### src/hw/rtl/sm3_pkg.sv
// ----------------------------------------------------------------------------
// sm3 package
// shared types and constants of the sm3 hash engine
// ----------------------------------------------------------------------------
package sm3_pkg;

  localparam logic [31:0] TLow  = 32'h79CC4519;
  localparam logic [31:0] THigh = 32'h7A879D8A;
  localparam logic [31:0] PadWord = 32'h80000000;

  localparam logic [255:0] Iv = {32'h7380166F, 32'h4914B2B9, 32'h172442D7,
                                 32'hDA8A0600, 32'hA96F30BC, 32'h163138AA,
                                 32'hE38DEE4D, 32'hB0FB0E4E};

  // queue entry between front and back
  typedef struct packed {
    logic [31:0] word;
    logic        blk_end;   // word completes a block
    logic        msg_end;   // block ends the message
  } sm3_word_t;

  function automatic logic [31:0] rotl(input logic [31:0] x, input logic [4:0] n);
    logic [63:0] d;
    d = {x, x} << n;
    return d[63:32];
  endfunction

  function automatic logic [31:0] perm0(input logic [31:0] x);
    return x ^ rotl(x, 5'd9) ^ rotl(x, 5'd17);
  endfunction

  function automatic logic [31:0] perm1(input logic [31:0] x);
    return x ^ rotl(x, 5'd15) ^ rotl(x, 5'd23);
  endfunction

endpackage

### src/hw/rtl/sm3_front.sv
// ----------------------------------------------------------------------------
// sm3 front
// takes message words, adds padding and length, tags block and message ends
// ----------------------------------------------------------------------------
module sm3_front import sm3_pkg::*; (
  input  logic        clk_i,
  input  logic        rst_ni,
  input  logic        valid_i,
  output logic        ready_o,
  input  logic [31:0] data_word_i,
  input  logic [2:0]  word_bytes_i,
  input  logic        last_word_i,
  output logic        q_valid_o,
  input  logic        q_ready_i,
  output sm3_word_t   q_data_o
);

  localparam logic [1:0] StIn   = 2'd0;
  localparam logic [1:0] StPad  = 2'd1;
  localparam logic [1:0] StLenH = 2'd2;
  localparam logic [1:0] StLenL = 2'd3;

  logic [1:0]  state_q, state_d;
  logic [3:0]  fill_q, fill_d;
  logic [60:0] count_q, count_d;
  logic        pad80_q, pad80_d;   // 0x80 word still owed
  logic [63:0] bits;
  logic [2:0]  nb;
  logic [31:0] keep, mword;
  logic        push;
  sm3_word_t   w;

  assign bits = {count_q, 3'b000};
  assign nb = (!last_word_i || word_bytes_i > 3'd4) ? 3'd4 : word_bytes_i;

  always_comb begin
    case (nb)
      3'd0: keep = 32'h00000000;
      3'd1: keep = 32'hFF000000;
      3'd2: keep = 32'hFFFF0000;
      3'd3: keep = 32'hFFFFFF00;
      default: keep = 32'hFFFFFFFF;
    endcase
    mword = (data_word_i & keep);
    if (last_word_i && nb != 3'd4) mword = mword | (PadWord >> {nb, 3'b000});
  end

  always_comb begin
    state_d = state_q;
    fill_d  = fill_q;
    count_d = count_q;
    pad80_d = pad80_q;
    ready_o = 1'b0;
    push    = 1'b0;
    w.word  = mword;
    w.blk_end = (fill_q == 4'd15);
    w.msg_end = 1'b0;
    case (state_q)
      StIn: begin
        ready_o = q_ready_i;
        push = valid_i;
        if (valid_i && q_ready_i) begin
          fill_d = fill_q + 4'd1;
          if (last_word_i) begin
            count_d = count_q + 61'(nb);
            pad80_d = (nb == 3'd4);
            state_d = StPad;
          end else begin
            count_d = count_q + 61'd4;
          end
        end
      end
      StPad: begin
        push = 1'b1;
        w.word = pad80_q ? PadWord : 32'd0;
        if (fill_q == 4'd14 && !pad80_q) begin
          push = 1'b0;
          state_d = StLenH;
        end else if (q_ready_i) begin
          fill_d = fill_q + 4'd1;
          pad80_d = 1'b0;
        end
      end
      StLenH: begin
        push = 1'b1;
        w.word = bits[63:32];
        if (q_ready_i) begin
          fill_d = fill_q + 4'd1;
          state_d = StLenL;
        end
      end
      default: begin
        push = 1'b1;
        w.word = bits[31:0];
        w.msg_end = 1'b1;
        if (q_ready_i) begin
          fill_d  = 4'd0;
          count_d = '0;
          state_d = StIn;
        end
      end
    endcase
  end

  assign q_valid_o = push;
  assign q_data_o  = w;

  always_ff @(posedge clk_i or negedge rst_ni) begin
    if (!rst_ni) begin
      state_q <= StIn;
      fill_q  <= '0;
      count_q <= '0;
      pad80_q <= 1'b0;
    end else begin
      state_q <= state_d;
      fill_q  <= fill_d;
      count_q <= count_d;
      pad80_q <= pad80_d;
    end
  end

endmodule

### src/hw/rtl/sm3_queue.sv
// ----------------------------------------------------------------------------
// sm3 queue
// two-entry fifo between front and back
// ----------------------------------------------------------------------------
module sm3_queue import sm3_pkg::*; (
  input  logic      clk_i,
  input  logic      rst_ni,
  input  logic      in_valid_i,
  output logic      in_ready_o,
  input  sm3_word_t in_data_i,
  output logic      out_valid_o,
  input  logic      out_ready_i,
  output sm3_word_t out_data_o
);

  sm3_word_t  mem_q [2];
  logic       wp_q, rp_q;
  logic [1:0] cnt_q;
  logic       wr, rd;

  assign in_ready_o  = (cnt_q != 2'd2);
  assign out_valid_o = (cnt_q != 2'd0);
  assign out_data_o  = mem_q[rp_q];
  assign wr = in_valid_i && in_ready_o;
  assign rd = out_valid_o && out_ready_i;

  always_ff @(posedge clk_i) begin
    if (wr) mem_q[wp_q] <= in_data_i;
  end

  always_ff @(posedge clk_i or negedge rst_ni) begin
    if (!rst_ni) begin
      wp_q <= 1'b0;
      rp_q <= 1'b0;
      cnt_q <= '0;
    end else begin
      if (wr) wp_q <= ~wp_q;
      if (rd) rp_q <= ~rp_q;
      cnt_q <= cnt_q + {1'b0, wr} - {1'b0, rd};
    end
  end

endmodule

### src/hw/rtl/sm3_back.sv
// ----------------------------------------------------------------------------
// sm3 back
// block buffer, message expansion window and one compression round per cycle
// ----------------------------------------------------------------------------
module sm3_back import sm3_pkg::*; (
  input  logic        clk_i,
  input  logic        rst_ni,
  input  logic        q_valid_i,
  output logic        q_ready_o,
  input  sm3_word_t   q_data_i,
  output logic        valid_o,
  input  logic        ready_i,
  output logic [31:0] digest_word_o,
  output logic        digest_last_o
);

  localparam logic [1:0] StLoad = 2'd0;
  localparam logic [1:0] StRun  = 2'd1;
  localparam logic [1:0] StOut  = 2'd2;

  logic [1:0]  state_q;
  logic [31:0] win_q [16];   // w[j..j+15] sliding window
  logic [3:0]  ld_q;
  logic [5:0]  rnd_q;
  logic [2:0]  oidx_q;
  logic        fin_q;
  logic [255:0] cv_q, wk_q, nxt;
  logic [31:0] a, b, c, d, e, f, g, h, a12, ss1, ss2, ff, gg, tt1, tt2, tj, wnew;

  assign q_ready_o = (state_q == StLoad);
  assign valid_o = (state_q == StOut);
  assign digest_word_o = cv_q[255 - {oidx_q, 5'd0} -: 32];
  assign digest_last_o = (oidx_q == 3'd7);

  always_comb begin
    {a, b, c, d, e, f, g, h} = wk_q;
    tj  = (rnd_q < 6'd16) ? TLow : THigh;
    a12 = rotl(a, 5'd12);
    ss1 = rotl(a12 + e + rotl(tj, rnd_q[4:0]), 5'd7);
    ss2 = ss1 ^ a12;
    if (rnd_q < 6'd16) begin
      ff = a ^ b ^ c;
      gg = e ^ f ^ g;
    end else begin
      ff = (a & b) | (a & c) | (b & c);
      gg = (e & f) | (~e & g);
    end
    tt1 = ff + d + ss2 + (win_q[0] ^ win_q[4]);
    tt2 = gg + h + ss1 + win_q[0];
    nxt = {tt1, a, rotl(b, 5'd9), c, perm0(tt2), e, rotl(f, 5'd19), g};
    wnew = perm1(win_q[0] ^ win_q[7] ^ rotl(win_q[13], 5'd15))
         ^ rotl(win_q[3], 5'd7) ^ win_q[10];
  end

  always_ff @(posedge clk_i) begin
    if (state_q == StLoad && q_valid_i) win_q[ld_q] <= q_data_i.word;
    if (state_q == StRun) begin
      for (int i = 0; i < 15; i++) win_q[i] <= win_q[i + 1];
      win_q[15] <= wnew;
      wk_q <= nxt;
    end
    if (state_q == StLoad && q_valid_i && q_data_i.blk_end) wk_q <= cv_q;
  end

  always_ff @(posedge clk_i or negedge rst_ni) begin
    if (!rst_ni) begin
      state_q <= StLoad;
      ld_q <= '0;
      rnd_q <= '0;
      oidx_q <= '0;
      fin_q <= 1'b0;
      cv_q <= Iv;
    end else begin
      case (state_q)
        StLoad: if (q_valid_i) begin
          ld_q <= ld_q + 4'd1;
          if (q_data_i.blk_end) begin
            fin_q <= q_data_i.msg_end;
            rnd_q <= '0;
            state_q <= StRun;
          end
        end
        StRun: begin
          rnd_q <= rnd_q + 6'd1;
          if (rnd_q == 6'd63) begin
            cv_q <= cv_q ^ nxt;
            state_q <= fin_q ? StOut : StLoad;
          end
        end
        StOut: if (ready_i) begin
          oidx_q <= oidx_q + 3'd1;
          if (oidx_q == 3'd7) begin
            cv_q <= Iv;
            state_q <= StLoad;
          end
        end
        default: state_q <= StLoad;
      endcase
    end
  end

endmodule

### src/hw/rtl/sm3_hash_engine.sv
// ----------------------------------------------------------------------------
// sm3 hash engine
// compression: a block starts compressing once its sixteenth word is loaded
// input: words of the next block are held back while the round unit compresses a block
// digest: eight words after the final block, one per accepted output transaction
// reset: chaining value returns to the iv, counters clear; no clearing pass
// ----------------------------------------------------------------------------
module sm3_hash_engine import sm3_pkg::*; (
  input  logic        clk_i,
  input  logic        rst_ni,
  input  logic        valid_i,
  output logic        ready_o,
  input  logic [31:0] data_word_i,
  input  logic [2:0]  word_bytes_i,
  input  logic        last_word_i,
  output logic        valid_o,
  input  logic        ready_i,
  output logic [31:0] digest_word_o,
  output logic        digest_last_o
);

  logic      fq_valid, fq_ready, qb_valid, qb_ready;
  sm3_word_t fq_data, qb_data;

  sm3_front u_front (
    .clk_i, .rst_ni, .valid_i, .ready_o, .data_word_i, .word_bytes_i, .last_word_i,
    .q_valid_o(fq_valid), .q_ready_i(fq_ready), .q_data_o(fq_data)
  );

  sm3_queue u_queue (
    .clk_i, .rst_ni,
    .in_valid_i(fq_valid), .in_ready_o(fq_ready), .in_data_i(fq_data),
    .out_valid_o(qb_valid), .out_ready_i(qb_ready), .out_data_o(qb_data)
  );

  sm3_back u_back (
    .clk_i, .rst_ni,
    .q_valid_i(qb_valid), .q_ready_o(qb_ready), .q_data_i(qb_data),
    .valid_o, .ready_i, .digest_word_o, .digest_last_o
  );

endmodule
### config.mk
export PLATFORM = sky130hd
export DESIGN_NAME = sm3_hash_engine
export DESIGN_NICKNAME = d
export VERILOG_FILES = /design/src/hw/rtl/sm3_pkg.sv /design/src/hw/rtl/sm3_front.sv /design/src/hw/rtl/sm3_queue.sv /design/src/hw/rtl/sm3_back.sv /design/src/hw/rtl/sm3_hash_engine.sv
export SDC_FILE = /design/constraint.sdc
export NUM_CORES = 2
export LEC_CHECK = 0
export ABC_CLOCK_PERIOD_IN_PS = 10500
export BUFFER_PORTS_ARGS = -buffer_cell sky130_fd_sc_hd__buf_2
export CAP_MARGIN = 20
export CORE_MARGIN = 2
export CORE_UTILIZATION = 64
export CTS_CLUSTER_SIZE = 10
export DETAILED_ROUTE_END_ITERATION = 12
export PLACE_DENSITY = 0.82
export RECOVER_POWER = 25
export SLEW_MARGIN = 20
export SYNTH_ARGS = -nofsm -noshare
export SYNTH_HDL_FRONTEND = slang
export SYNTH_SLANG_ARGS = --single-unit
### constraint.sdc
create_clock -name clk_i -period 10.5 [get_ports clk_i]
set_clock_uncertainty 0.05 [all_clocks]
set_input_delay 2.1 -clock clk_i [delete_from_list [all_inputs] [get_ports clk_i]]
set_output_delay 2.1 -clock clk_i [all_outputs]
set_load 0.03 [all_outputs]
==> run summary <==
outcome: finished, violations left
failing checks: capacitance limit, slew limit
Std-Cell Rows: 117
Seq/Total Area, Yosys: 51.2%
Pre-antenna DRT Iters: 9
Yosys cell types: 80
hpwl dp: 150,000 um
routability cong.: 1.03
Seq cells post-synth: 1,180
Slew Viols, Final: 684
CP most frequent cell: fa_1
Syn Area/Cell: 11.1 um^2
die area: 106,000 um^2
R2R Setup Slk: 0.53 ns
Setup crit end kind: register
endpoints failing hold: 0
ys async rst share: 29.2%
post-layout min period: 9.97 ns
clock-pin slew of the registers on the worst-case setup and hold paths: 0.06 ns
CP max stage delay: 0.58 ns
H-tree Lvls: 4
most frequent cells in the layout: 879 x nand2_1, 836 x edfxtp_1, 561 x a21o_1
Vias: 47,940
Multi-input gate area: 30,100 um^2
RR Endpoint: u_back.cv_q[112]$_DFFE_PN1P_
DIE HEIGHT: 325 um
setup TNS after final layout: 0 ns
Crit path buffers/inverters: 4
Post-Synthesis Cells: 5,976
area grow syn2layout: 9.18%
worst skew pair latency: 0.80 ns
initial core utilization: 64.7%
Post-synth EDFFs: 836
setup bufs post-CTS: 0
ANT nets after route: 0
most common cell after layout, fill and taps aside: nand2_1
Non-Filler Instances: 7,424
WP data arrival: 10.61 ns
RSZ-0062 raised after global routing: false
final setup vio count: 0
reg2reg path depth: 35
TritonCTS Buffers: 140
Crit Path Class: reg2reg
max_cap viols: 18
hold worst-path end: u_back.win_q[0][14]$_DFFE_PP_
kind of cell adding the most delay to the critical path: compound AO/OA/AOI/OAI gates
DRC: 0
max_slew headroom: -274%
die width: 325 um
first-pass GRT wire length: 311,000 um
Post-Syn Area: 66,100 um^2
post-DR vias/cell: 6.46
Core Area: 102,000 um^2
drt first-iter violations: 6,109
Ports: 75
commonest register cell after synthesis: edfxtp_1
cts-stage hold buffer count: 0
final wirelength: 212,000 um
GR Util All Layers: 40.3%
worst-margin pin slew: 5.62 ns
Final #Nets: 6,310
Synth Warn #: 0
CTS tree: done
worst-path maximum fanout: 16
register area: 33,900 um^2
Net Count, Synth: 6,321
post-placement cell count: 7,186
largest net degree at the start of global routing: 243
worst hold path depth: 1
hold path startpoint: u_back.win_q[1][14]$_DFFE_PP_
I/O Buffers: 74
f_max: 100 MHz
CTS Sinks: 1,180
average wire per standard cell: 28.5 um
startpoint types: register
clock buffer depth: 3
Final Cycle Share: 95.0%
fillers: 7,282
initial antenna violation count: 5
cell taking the most area after synthesis: edfxtp_1
Slowest-stage cell, CP: fa_1
vias in the first global route: 46,253
post-synth top area share: 38.0%
CP required: 11.14 ns
Hold Path Class: reg2reg
grt total ovfl: 0
Clock Root Buffer: clkbuf_16
layout cells sized above 1: 10.3%
reg2reg start: u_back.rnd_q[5]$_DFFE_PN0P_
dominant cells by area after synthesis: edfxtp_1 38%, dfrtp_1 8.5%, a21o_1 6.4%, fa_1 5.7%, nand2_1 5.0%
==> cell families (layout without fill, tap and decap cells) <==
| kind of cell | after synthesis | count (layout) | synth area share, % |
|---|---|---|---|
| multiplexers | 218 | 218 | 4.60 |
| XOR/XNOR | 615 | 615 | 8.51 |
| AND/OR/NAND/NOR | 1615 | 1615 | 10.3 |
| other | 0 | 1 | 0 |
| AO/OA/AOI/OAI | 1412 | 1412 | 13.8 |
| buffers and inverters | 631 | 710 | 3.59 |
| flip-flops | 1180 | 1180 | 51.2 |
| adder cells (fa/ha/maj) | 305 | 305 | 7.92 |
==> how the worst max path moves through the flow <==
| stage | to | slack (ns) | start | cells past startpoint |
|---|---|---|---|---|
| after floorplan | u_back.cv_q[124]$_DFFE_PN0P_ | 0.91 | u_back.rnd_q[5]$_DFFE_PN0P_ | 38 |
| after global placement | u_back.cv_q[112]$_DFFE_PN1P_ | 0.54 | u_back.rnd_q[5]$_DFFE_PN0P_ | 35 |
| after detailed placement | u_back.cv_q[112]$_DFFE_PN1P_ | 0.42 | u_back.rnd_q[5]$_DFFE_PN0P_ | 35 |
| after CTS | u_back.cv_q[112]$_DFFE_PN1P_ | 0.31 | u_back.rnd_q[5]$_DFFE_PN0P_ | 35 |
| after global routing | u_back.cv_q[112]$_DFFE_PN1P_ | 0.03 | u_back.rnd_q[5]$_DFFE_PN0P_ | 35 |
| final | u_back.cv_q[112]$_DFFE_PN1P_ | 0.53 | u_back.rnd_q[5]$_DFFE_PN0P_ | 35 |
==> per-stage QoR <==
| stage | utilization [%] | area, um^2 | hold WS (ns) | setup slack [ns] |
|---|---|---|---|---|
| floorplan | - | 66100 | 0.401 | 0.907 |
| global placement | 66.5 | 68000 | 0.416 | 0.537 |
| detailed placement | 66.5 | 68000 | 0.434 | 0.418 |
| CTS | 70.7 | 72200 | 0.439 | 0.314 |
| global route | 70.6 | 72200 | 0.459 | 0.0263 |
| finish | 70.6 | 72200 | 0.438 | 0.530 |
==> Yosys cell counts, types with 6 or more instances <==
cell,instances
a211oi_1,16
a21o_1,561
a21oi_1,238
a221oi_1,6
a22oi_1,31
a31o_2,17
a31oi_1,36
and2_1,8
and3_1,128
and4_1,9
buf_1,38
clkbuf_1,282
dfrtp_1,225
dfstp_2,119
edfxtp_1,836
fa_1,189
ha_1,116
inv_1,308
mux2_2,48
mux2i_1,106
mux4_2,64
nand2_1,879
nand2b_1,14
nand3_1,59
nand4_1,16
nor2_1,406
nor2b_1,20
nor3_1,33
o211ai_1,20
o21a_1,16
o21ai_0,376
o21ai_1,6
o21bai_1,17
o22ai_1,9
o31ai_1,14
or3_1,27
xnor2_1,323
xnor3_1,12
xor2_1,274
==> layer usage <==
layer / vias to the layer above / routed length (um) / GRT usage (%)
li1: 20762 / - / -
met1: 23834 / 78900 / 53.3
met2: 2788 / 95200 / 60.5
met3: 550 / 22600 / 9.49
met4: 6 / 15200 / 25.4
met5: - / 41 / 0
==> repair_timing <==
| item | 4_1_cts | 5_1_grt |
|---|---|---|
| gates resized for setup | 0 | 1 |
| endpoints found under the hold margin | 0 | 0 |
| setup endpoints to repair | 0 | 12 |
==> sequential cells by signal, summed over array words and instances, names as in the netlist, 2 cells and up <==
signal and count:
u_back.cv_q 256, u_back.ld_q 4, u_back.oidx_q 3, u_back.rnd_q 6
u_back.state_q 2, u_back.win_q 512, u_back.wk_q 256, u_front.count_q 61
u_front.fill_q 4, u_front.state_q 2, u_queue.cnt_q 2, u_queue.mem_q 68
==> area by class of cell <==
| class | count | area share (%) |
|---|---|---|
| clock inverters | 19 | 0.556 |
| clock buffers | 213 | 5.30 |
| multi-input cells | 4165 | 41.7 |
| inverters | 309 | 1.62 |
| flip-flops and latches | 1180 | 46.9 |
| diodes | 1 | 0.00347 |
| repair buffers | 169 | 1.47 |
| well taps | 1368 | 2.37 |
Power is left out: the tool's default activity adds up to more than one toggle a clock period on the data nets, which glitch-free logic cannot reach.
